===== src/rtl/assert_macros.svh =====
// Assertion macros for the RTL files; the top level includes them.
`ifndef ASSERT_MACROS_SVH
`define ASSERT_MACROS_SVH

// cond must hold at every clock edge outside reset
`define PCCG_ASSERT_ALWAYS(label, cond) \
  label: assert property (@(posedge clk) disable iff (!rst_n) (cond)) \
    else $error("pccg assertion failed");

// when ante holds, cons must hold at the same edge
`define PCCG_ASSERT_IMPL(label, ante, cons) \
  label: assert property (@(posedge clk) disable iff (!rst_n) (ante) |-> (cons)) \
    else $error("pccg assertion failed");

// when ante holds, cons must hold at the next edge
`define PCCG_ASSERT_NEXT(label, ante, cons) \
  label: assert property (@(posedge clk) disable iff (!rst_n) (ante) |=> (cons)) \
    else $error("pccg assertion failed");

`endif


===== src/rtl/pccg_pkg.sv =====
// Shared widths, constants and sequencer states of the clause generator.
package pccg_pkg;

  localparam int EVENT_W  = 10;
  localparam int LIMIT_W  = 13;
  localparam int SLOT_W   = 6;
  localparam int VAR_W    = 20;
  localparam int PERIOD_W = 7;
  // magnitude of (-slot_a - lower_limit) fits in 13 bits
  localparam int MAG_W    = 13;

  localparam logic [PERIOD_W-1:0] PERIOD_RESET = 7'd60;

  typedef enum logic [2:0] {
    ST_IDLE,
    ST_SQA,
    ST_SQB,
    ST_SQE,
    ST_MOD,
    ST_SCAN,
    ST_FLUSH
  } pccg_state_t;

endpackage


===== src/rtl/pccg_rem.sv =====
// Iterative shift-subtract remainder unit: mag mod dvsr, one bit per cycle.
module pccg_rem import pccg_pkg::*; #(
  parameter int TPW = 7
) (
  input  logic             clk,
  input  logic             rst_n,
  input  logic             start,
  input  logic [MAG_W-1:0] mag,
  input  logic [TPW-1:0]   dvsr,
  output logic             done,
  output logic [TPW-1:0]   rem
);

  localparam int DW  = TPW + MAG_W - 1;
  localparam int CNW = $clog2(MAG_W + 1);

  logic [MAG_W-1:0] acc_r, acc_nxt;
  logic [DW-1:0]    dv_r, dv_nxt;
  logic [CNW-1:0]   cnt_r, cnt_nxt;
  logic             run_r, run_nxt;
  logic             done_r, done_nxt;
  logic             fits;

  // shared compare/subtract against the shifted divisor
  assign fits = DW'(acc_r) >= dv_r;

  always_comb begin
    acc_nxt  = acc_r;
    dv_nxt   = dv_r;
    cnt_nxt  = cnt_r;
    run_nxt  = run_r;
    done_nxt = 1'b0;
    if (start) begin
      acc_nxt = mag;
      dv_nxt  = DW'(dvsr) << (MAG_W - 1);
      cnt_nxt = CNW'(MAG_W);
      run_nxt = 1'b1;
    end else if (run_r) begin
      if (fits) begin
        acc_nxt = acc_r - MAG_W'(dv_r);
      end
      dv_nxt  = dv_r >> 1;
      cnt_nxt = cnt_r - CNW'(1);
      if (cnt_r == CNW'(1)) begin
        run_nxt  = 1'b0;
        done_nxt = 1'b1;
      end
    end
  end

  always_ff @(posedge clk) begin
    if (!rst_n) begin
      run_r  <= 1'b0;
      done_r <= 1'b0;
      cnt_r  <= '0;
    end else begin
      run_r  <= run_nxt;
      done_r <= done_nxt;
      cnt_r  <= cnt_nxt;
    end
    acc_r <= acc_nxt;
    dv_r  <= dv_nxt;
  end

  assign done = done_r;
  assign rem  = TPW'(acc_r);

endmodule


===== src/rtl/periodic_constraint_clause_generator_unit.sv =====
// Top level of the periodic constraint clause generator.
// Usage:
//   in_*  : one transaction per row: event_a, event_b, lower_limit, upper_limit and
//           slot_a (i). For each slot j below the period the row checks whether
//           j - i falls in [lower + k*T, upper + k*T] for some k; each slot that
//           does not yields one clause transaction on out_*, in increasing j.
//   out_* : tdata = var_first, var_second, slot_b; tuser = present; tlast marks
//           the final transaction of the row. A row with no forbidden slot, or
//           with slot_a at or above the period, gives one transaction with
//           present 0, tlast 1 and zero data.
//   cfg_* : period write, taken at any edge with cfg_wr_en high; saturates to
//           MAX_PERIOD. Write only while no row is in flight.
// Row flow: a row holds the block from the accept cycle through ST_SQA, ST_SQB and
//   ST_SQE (two squarings on the shared multiplier, remainder start), ST_MOD waiting
//   on the shift-subtract remainder unit, ST_SCAN stepping through the slots j and
//   ST_FLUSH, in_tready low throughout. The tlast transaction is registered from
//   ST_FLUSH; an empty row goes from accept straight to ST_FLUSH. A stalled
//   out_tready holds the slot scan when a second clause is pending behind the output
//   register.
// Reset: period returns to 60, sequencer to idle, output register empties.
module periodic_constraint_clause_generator_unit import pccg_pkg::*; #(
  parameter int MAX_PERIOD = 64
) (
  input  logic                clk,
  input  logic                rst_n,
  // [9:0] event_a, [19:10] event_b, [32:20] lower_limit, [45:33] upper_limit,
  // [51:46] slot_a, [55:52] zero
  input  logic [55:0]         in_tdata,
  input  logic                in_tvalid,
  output logic                in_tready,
  // [19:0] var_first, [39:20] var_second, [45:40] slot_b, [47:46] zero
  output logic [47:0]         out_tdata,
  // [0] present
  output logic                out_tuser,
  output logic                out_tlast,
  output logic                out_tvalid,
  input  logic                out_tready,
  input  logic                cfg_wr_en,
  input  logic [PERIOD_W-1:0] cfg_wr_data
);

  `include "assert_macros.svh"

  // effective period width and slot counter width
  localparam int TPW = $clog2(MAX_PERIOD + 1);
  localparam int JW  = (MAX_PERIOD > 2) ? $clog2(MAX_PERIOD) : 1;
  localparam int SQW = 2 * JW;
  localparam int PW  = 2 * EVENT_W;
  localparam int DFW = LIMIT_W + 2;

  // input unpack
  logic [EVENT_W-1:0] in_ea, in_eb;
  logic [LIMIT_W-1:0] in_lo, in_hi;
  logic [SLOT_W-1:0]  in_si;
  assign in_ea = in_tdata[9:0];
  assign in_eb = in_tdata[19:10];
  assign in_lo = in_tdata[32:20];
  assign in_hi = in_tdata[45:33];
  assign in_si = in_tdata[51:46];

  pccg_state_t state_r, state_nxt;

  logic [PERIOD_W-1:0] period_r;
  logic [TPW-1:0]      tp_cur;
  logic                row_empty;
  logic                accept;

  // row registers
  logic [EVENT_W-1:0] ea_r, eb_r;
  logic [SLOT_W-1:0]  si_r;
  logic [TPW-1:0]     tp_r;
  logic               neg_r, inv_r;
  logic [MAG_W-1:0]   mag_r;
  logic [LIMIT_W-1:0] span_r;
  logic [PW-1:0]      prod_r, ebsq_r;
  logic [VAR_W-1:0]   vf_r;
  logic [TPW-1:0]     r_r;
  logic [JW-1:0]      j_r;
  logic [SQW-1:0]     jsq_r;

  // pending clause held back until we know whether it is the last
  logic               h_valid_r;
  logic [VAR_W-1:0]   h_var2_r;
  logic [SLOT_W-1:0]  h_slot_r;

  // output register
  logic               out_valid_r;
  logic [VAR_W-1:0]   out_var1_r, out_var2_r;
  logic [SLOT_W-1:0]  out_slot_r;
  logic               out_present_r, out_last_r;

  // datapath helpers
  logic signed [DFW-1:0] d_cur, hl_diff;
  logic [DFW-1:0]        d_abs;
  logic [EVENT_W-1:0]    mul_a;
  logic [PW-1:0]         mul_p;
  logic                  ea_lt;
  logic [VAR_W:0]        vf_sum;
  logic                  eb_lt_j;
  logic [VAR_W:0]        var2_sum;
  logic [VAR_W-1:0]      var2;
  logic                  forb, last_j, out_busy;
  logic [TPW-1:0]        r_inc, r_step;
  logic                  rem_start, rem_done;
  logic [TPW-1:0]        rem_val, r_init;

  // output strobes from the sequencer
  logic               push;
  logic [VAR_W-1:0]   push_var1, push_var2;
  logic [SLOT_W-1:0]  push_slot;
  logic               push_present, push_last;
  logic               scan_adv, hold_load;

  // period saturation and empty row detection
  always_comb begin
    if (32'(period_r) > MAX_PERIOD) begin
      tp_cur = TPW'(MAX_PERIOD);
    end else begin
      tp_cur = TPW'(period_r);
    end
  end
  assign row_empty = (tp_cur == '0) || (9'(in_si) >= 9'(tp_cur));
  assign accept    = in_tvalid && in_tready;
  assign in_tready = (state_r == ST_IDLE);

  // d = -i - lower, r0 = d mod T
  assign d_cur   = -$signed(DFW'(in_si)) - DFW'(signed'(in_lo));
  assign d_abs   = d_cur[DFW-1] ? DFW'(-d_cur) : DFW'(d_cur);
  assign hl_diff = DFW'(signed'(in_hi)) - DFW'(signed'(in_lo));

  // shared squarer: max(ea,i)^2 first, then eb^2
  assign ea_lt = ea_r < EVENT_W'(si_r);
  assign mul_a = (state_r == ST_SQA) ? (ea_lt ? EVENT_W'(si_r) : ea_r) : eb_r;
  assign mul_p = PW'(mul_a) * PW'(mul_a);
  assign vf_sum = ea_lt ? ((VAR_W+1)'(prod_r) + (VAR_W+1)'(ea_r) + (VAR_W+1)'(1))
                        : ((VAR_W+1)'(prod_r) + (VAR_W+1)'(ea_r) + (VAR_W+1)'(si_r)
                           + (VAR_W+1)'(1));

  assign rem_start = (state_r == ST_SQB);

  pccg_rem #(
    .TPW (TPW)
  ) u_rem (
    .clk   (clk),
    .rst_n (rst_n),
    .start (rem_start),
    .mag   (mag_r),
    .dvsr  (tp_r),
    .done  (rem_done),
    .rem   (rem_val)
  );

  assign r_init = (neg_r && (rem_val != '0)) ? (tp_r - rem_val) : rem_val;

  // scan step: pair(eb, j) from the running square of j
  assign eb_lt_j  = 16'(eb_r) < 16'(j_r);
  assign var2_sum = eb_lt_j ? ((VAR_W+1)'(jsq_r) + (VAR_W+1)'(eb_r) + (VAR_W+1)'(1))
                            : ((VAR_W+1)'(ebsq_r) + (VAR_W+1)'(eb_r) + (VAR_W+1)'(j_r)
                               + (VAR_W+1)'(1));
  assign var2     = var2_sum[VAR_W-1:0];
  assign forb     = inv_r || (LIMIT_W'(r_r) > span_r);
  assign last_j   = (TPW'(j_r) + TPW'(1)) == tp_r;
  assign r_inc    = r_r + TPW'(1);
  assign r_step   = (r_inc == tp_r) ? '0 : r_inc;
  assign out_busy = out_valid_r && !out_tready;

  // next state
  always_comb begin
    state_nxt = state_r;
    case (state_r)
      ST_IDLE: begin
        if (accept) begin
          state_nxt = row_empty ? ST_FLUSH : ST_SQA;
        end
      end
      ST_SQA: state_nxt = ST_SQB;
      ST_SQB: state_nxt = ST_SQE;
      ST_SQE: state_nxt = ST_MOD;
      ST_MOD: begin
        if (rem_done) begin
          state_nxt = ST_SCAN;
        end
      end
      ST_SCAN: begin
        if (scan_adv && last_j) begin
          state_nxt = ST_FLUSH;
        end
      end
      ST_FLUSH: begin
        if (!out_busy) begin
          state_nxt = ST_IDLE;
        end
      end
      default: state_nxt = ST_IDLE;
    endcase
  end

  // sequencer outputs
  always_comb begin
    push         = 1'b0;
    push_var1    = vf_r;
    push_var2    = h_var2_r;
    push_slot    = h_slot_r;
    push_present = 1'b1;
    push_last    = 1'b0;
    scan_adv     = 1'b0;
    hold_load    = 1'b0;
    case (state_r)
      ST_SCAN: begin
        if (!(forb && h_valid_r && out_busy)) begin
          scan_adv  = 1'b1;
          hold_load = forb;
          push      = forb && h_valid_r;
        end
      end
      ST_FLUSH: begin
        if (!out_busy) begin
          push      = 1'b1;
          push_last = 1'b1;
          if (!h_valid_r) begin
            push_var1    = '0;
            push_var2    = '0;
            push_slot    = '0;
            push_present = 1'b0;
          end
        end
      end
      default: ;
    endcase
  end

  // control registers
  always_ff @(posedge clk) begin
    if (!rst_n) begin
      state_r     <= ST_IDLE;
      period_r    <= PERIOD_RESET;
      out_valid_r <= 1'b0;
      h_valid_r   <= 1'b0;
    end else begin
      state_r <= state_nxt;
      if (cfg_wr_en) begin
        period_r <= cfg_wr_data;
      end
      if (push) begin
        out_valid_r <= 1'b1;
      end else if (out_tready) begin
        out_valid_r <= 1'b0;
      end
      if (accept) begin
        h_valid_r <= 1'b0;
      end else if (hold_load) begin
        h_valid_r <= 1'b1;
      end
    end
  end

  // datapath registers
  always_ff @(posedge clk) begin
    if (accept) begin
      ea_r   <= in_ea;
      eb_r   <= in_eb;
      si_r   <= in_si;
      tp_r   <= tp_cur;
      neg_r  <= d_cur[DFW-1];
      mag_r  <= MAG_W'(d_abs);
      inv_r  <= hl_diff[DFW-1];
      span_r <= LIMIT_W'(hl_diff);
    end
    if (state_r == ST_SQA || state_r == ST_SQB) begin
      prod_r <= mul_p;
    end
    if (state_r == ST_SQB) begin
      vf_r <= vf_sum[VAR_W-1:0];
    end
    if (state_r == ST_SQE) begin
      ebsq_r <= prod_r;
    end
    if (state_r == ST_MOD && rem_done) begin
      r_r   <= r_init;
      j_r   <= '0;
      jsq_r <= '0;
    end else if (scan_adv) begin
      r_r   <= r_step;
      j_r   <= j_r + JW'(1);
      jsq_r <= jsq_r + SQW'({j_r, 1'b1});
    end
    if (hold_load) begin
      h_var2_r <= var2;
      h_slot_r <= SLOT_W'(j_r);
    end
    if (push) begin
      out_var1_r    <= push_var1;
      out_var2_r    <= push_var2;
      out_slot_r    <= push_slot;
      out_present_r <= push_present;
      out_last_r    <= push_last;
    end
  end

  assign out_tvalid = out_valid_r;
  assign out_tdata  = {2'b00, out_slot_r, out_var2_r, out_var1_r};
  assign out_tuser  = out_present_r;
  assign out_tlast  = out_last_r;

  // an empty-row marker always closes its row
  `PCCG_ASSERT_IMPL(a_empty_is_last, out_tvalid && !out_tuser, out_tlast)
  // remainder unit only reports while the sequencer waits for it
  `PCCG_ASSERT_IMPL(a_rem_done_in_mod, rem_done, state_r == ST_MOD)
  // running residue stays reduced during the scan
  `PCCG_ASSERT_IMPL(a_residue_range, state_r == ST_SCAN, r_r < tp_r)
  // no second row is taken right after one is accepted
  `PCCG_ASSERT_NEXT(a_busy_after_accept, accept, !in_tready)

endmodule

===== config.mk =====
export PLATFORM = sky130hd
export DESIGN_NAME = periodic_constraint_clause_generator_unit
export DESIGN_NICKNAME = d
export VERILOG_FILES = /design/src/rtl/pccg_pkg.sv /design/src/rtl/pccg_rem.sv /design/src/rtl/periodic_constraint_clause_generator_unit.sv
export VERILOG_INCLUDE_DIRS = /design/src /design/src/rtl
export SDC_FILE = /design/constraint.sdc
export NUM_CORES = 1
export LEC_CHECK = 0
export BUFFER_PORTS_ARGS = -buffer_cell sky130_fd_sc_hd__buf_2
export CAP_MARGIN = 25
export CORE_ASPECT_RATIO = 0.8
export CORE_UTILIZATION = 50
export DETAILED_ROUTE_END_ITERATION = 10
export PLACE_DENSITY = 0.71
export SETUP_SLACK_MARGIN = 0.2
export SYNTH_ARGS = -nofsm -noshare
export SYNTH_HDL_FRONTEND = slang
export SYNTH_SLANG_ARGS = --single-unit

===== constraint.sdc =====
create_clock -name clk -period 9.2 [get_ports clk]
set_input_delay 0.92 -clock clk [delete_from_list [all_inputs] [get_ports clk]]
set_output_delay 0.92 -clock clk [all_outputs]
set_load 0.01 [all_outputs]

==> results.cfg <==
[worst_setup_path]
crit_required_ps = 9520
timing.critical_path.slowest_stage_cell = sky130_fd_sc_hd__a21oi_2
r2r-start = si_r[5]
timing.critical_path.arrival_ps = 8120
crit_end = prod_r[19]
setup.worst_path.class = reg2reg
slowest_delay_ps = 740
critical_path.startpoint = si_r[5]
cp_cell_sequence = inv_1, ha_1, a21oi_1, nand3_1, a21oi_2, mux2i_1, o21ai_0, nand2_1, inv_1, fa_1, fa_1, fa_1, fa_1, inv_1, fa_1, inv_1, ha_1, nand2_1, or4_1, nor4_1, o211ai_1, o21ai_1, xnor2_1
worst-r2r-setup-slack_ps = 1400
crit-reg2reg-capture = prod_r[19]
crit_path_start_kind = register
worst-path-max-fanout = 16
reg2reg_depth = 23
cp-end-kind = register
critPathMostFrequentCell = sky130_fd_sc_hd__fa_1

[sta]
timing.final.crit_period_ps = 7800
skew_ps = 18.9
finalMaxSlewViolations = 0
slew_headroom_pct = 32.7
achievable-frequency_mhz = 128
sum_of_negative_setup_slack_ps = 0
rsz0062_at_grt = no
max_slew.worst_pin.slew_ps = 996
final.period_utilization_pct = 84.8
report.final.setup_viol = 0
final_hold_viol_count = 0

[floorplanning]
floorplan.initialDensity_pct = 51.1
placeableCoreArea_um2 = 36100
design.portCount = 120
die_h_um = 174
die_w_um = 217
rows = 62
dieArea_um2 = 37700

[layout]
seq_area_um2 = 7570
mostFrequentLayoutCell = sky130_fd_sc_hd__edfxtp_1
layout-area-overhead-vs-synth_pct = 11.5
final_nets = 2240
multi_input_area_um2 = 9980
layout_common_cells = sky130_fd_sc_hd__edfxtp_1, sky130_fd_sc_hd__inv_1, sky130_fd_sc_hd__ha_1
num-fill-cells = 3117
post_route_cells_drive_above_1_share_pct = 10.3
diodes = 0

[min_path]
whs_path_depth = 2
timing.hold.worst.class = reg2reg

[yosys]
synth_cell_type_count = 87
top_post_synthesis_cells_by_area = sky130_fd_sc_hd__edfxtp_1, sky130_fd_sc_hd__ha_1, sky130_fd_sc_hd__fa_1, sky130_fd_sc_hd__dfxtp_1, sky130_fd_sc_hd__xnor2_1
yosysWarnings = 0
synthFlopType = sky130_fd_sc_hd__edfxtp_1
asyncSetResetFlopFracSynth_pct = 0
syn-instance-count = 1824
syn_area_um2 = 18500
library_cell_occupying_the_most_area_in_the_post_synthesis_netlist = sky130_fd_sc_hd__edfxtp_1
count_of_flip_flops_with_a_built_in_enable_after_synthesis = 220
synthDominantCellAreaShare_pct = 35.8
postSynthRegisterBits = 268
syn_area_per_cell_um2 = 10.1
synth.yosys.seq_area_share_pct = 41.0

[routing]
detail_route.iter0.violations = 1110
avgRoutedWirePerCell_um = 16.9
dr.pass1.iters = 5
drtAntennaViolNets = 0
postRouteWirelength_um = 41200
detailroute.via_count = 13397
drc = 0
post_drt_via_cell_ratio = 5.49

[clocking]
cts_tree = done
numCtsBuffers = 30
cts-htree-levels = 1
cts-root-to-sink-buffers = 3
clk_latency_ps = 580
postCtsSetupRepairBufs = 0
path_clk_slew_ps = 70
cts_sinks = 268
cts_hold_repair.buffers = 0
cts.root.buffer_cell = sky130_fd_sc_hd__clkbuf_16
resized_gates_after_cts = 0

[global_routing]
grt.total_usage_pct = 22.0
antenna_found_initial = 0
grt_remaining_overflow = 0
grt_pass1_wl_um = 66500
first_global_vias = 12944
grt_start_max_net_pins = 62

[placement]
globalplace.congestion = 0.887
place_hpwl_um = 31900
place.port_buffers = 113

[status]
status = finished clean

[flow_run]
timing.max_cap.violations = 0
==> flip-flops by register name, summed over array words and instances (netlist names), 13 cells and up <==
| signal | cells |
|---|---|
| prod_r | 19 |
| vf_r | 20 |
| u_rem.dv_r | 19 |
| mag_r | 13 |
| out_var1_r | 20 |
| h_var2_r | 20 |
| u_rem.acc_r | 13 |
| out_var2_r | 20 |
| span_r | 13 |
| ebsq_r | 19 |
==> per-layer routing <==
layer | track usage (%) | part of all wire (%) | vias to the layer above
li1 | - | - | 6643
met1 | 33.1 | 49 | 6297
met2 | 33.8 | 43 | 409
met3 | 3.39 | 7.0 | 48
met4 | 4.08 | 1.4 | 0
met5 | 0 | 0 | -
==> critical path, delay by kind of cell (launching register included) <==
kind	cells	cell delay, ps
fa+ha+maj	7	3140
compound gates	5	2010
buf+inv	4	280
xor+xnor	1	80
mux	1	160
simple gates	5	1460
flops	1	420
==> kinds of logic (layout without fill, tap and decap cells) <==
logic type | after synthesis | in the layout | synth area share [%]
xor+xnor | 137 | 137 | 6.50
simple gates | 561 | 561 | 15.0
buf+inv | 244 | 379 | 5.09
compound gates | 340 | 340 | 12.0
flops | 268 | 268 | 41.0
mux | 37 | 37 | 2.01
fa+ha+maj | 236 | 236 | 18.4
other cells | 1 | 2 | 0.0203
==> Yosys cell counts, types with 5 or more instances <==
master and instances:
sky130_fd_sc_hd__a211o_1 5, sky130_fd_sc_hd__a211oi_1 11, sky130_fd_sc_hd__a21boi_0 14, sky130_fd_sc_hd__a21o_1 22, sky130_fd_sc_hd__a21oi_1 94, sky130_fd_sc_hd__a31oi_1 10
sky130_fd_sc_hd__and2_1 56, sky130_fd_sc_hd__and3_1 12, sky130_fd_sc_hd__clkbuf_1 33, sky130_fd_sc_hd__dfxtp_1 48, sky130_fd_sc_hd__edfxtp_1 220, sky130_fd_sc_hd__fa_1 59
sky130_fd_sc_hd__ha_1 177, sky130_fd_sc_hd__inv_1 199, sky130_fd_sc_hd__mux2i_1 36, sky130_fd_sc_hd__nand2_1 151, sky130_fd_sc_hd__nand2b_1 16, sky130_fd_sc_hd__nand3_1 46
sky130_fd_sc_hd__nand4_1 11, sky130_fd_sc_hd__nor2_1 144, sky130_fd_sc_hd__nor2b_1 34, sky130_fd_sc_hd__nor3_1 24, sky130_fd_sc_hd__nor3b_1 5, sky130_fd_sc_hd__nor4_1 11
sky130_fd_sc_hd__o211ai_1 7, sky130_fd_sc_hd__o21a_1 21, sky130_fd_sc_hd__o21ai_0 70, sky130_fd_sc_hd__o21ai_1 8, sky130_fd_sc_hd__o22ai_1 8, sky130_fd_sc_hd__o31a_1 5
sky130_fd_sc_hd__o31ai_1 15, sky130_fd_sc_hd__o41ai_1 5, sky130_fd_sc_hd__or2_2 5, sky130_fd_sc_hd__or3_1 16, sky130_fd_sc_hd__or4_1 5, sky130_fd_sc_hd__xnor2_1 86
sky130_fd_sc_hd__xor2_1 51
==> how the worst min path moves through the flow <==
stage	startpoint	to
after floorplan	prod_r[15]	ebsq_r[15]
after global placement	jsq_r[5]	jsq_r[5]
after detailed placement	jsq_r[5]	jsq_r[5]
after CTS	jsq_r[5]	jsq_r[5]
after global routing	vf_r[16]	out_var1_r[16]
final	jsq_r[4]	jsq_r[4]
==> final cells by class <==
type / count / share of cell area (%)
flip-flops and latches: 268 / 36.8
multi-input cells: 1313 / 48.5
well taps: 480 / 2.92
repair buffers: 123 / 3.11
clock inverters: 25 / 1.37
inverters: 200 / 3.65
clock buffers: 31 / 3.67
==> stage by stage <==
stage	hold slack (ps)	instance area [um^2]	std cells	worst slack, ps	utilization, %
3_5_place_dp	475	19500	2384	1470	54.1
6_report	484	20600	2440	1400	56.9
2_1_floorplan	424	18500	1825	2670	-
4_1_cts	485	20600	2440	1430	56.9
5_1_grt	515	20600	2440	862	56.9
3_3_place_gp	465	19500	2384	1580	54.1
Power is left out: the tool's default activity adds up to more than one toggle a clock period on the data nets, which glitch-free logic cannot reach.
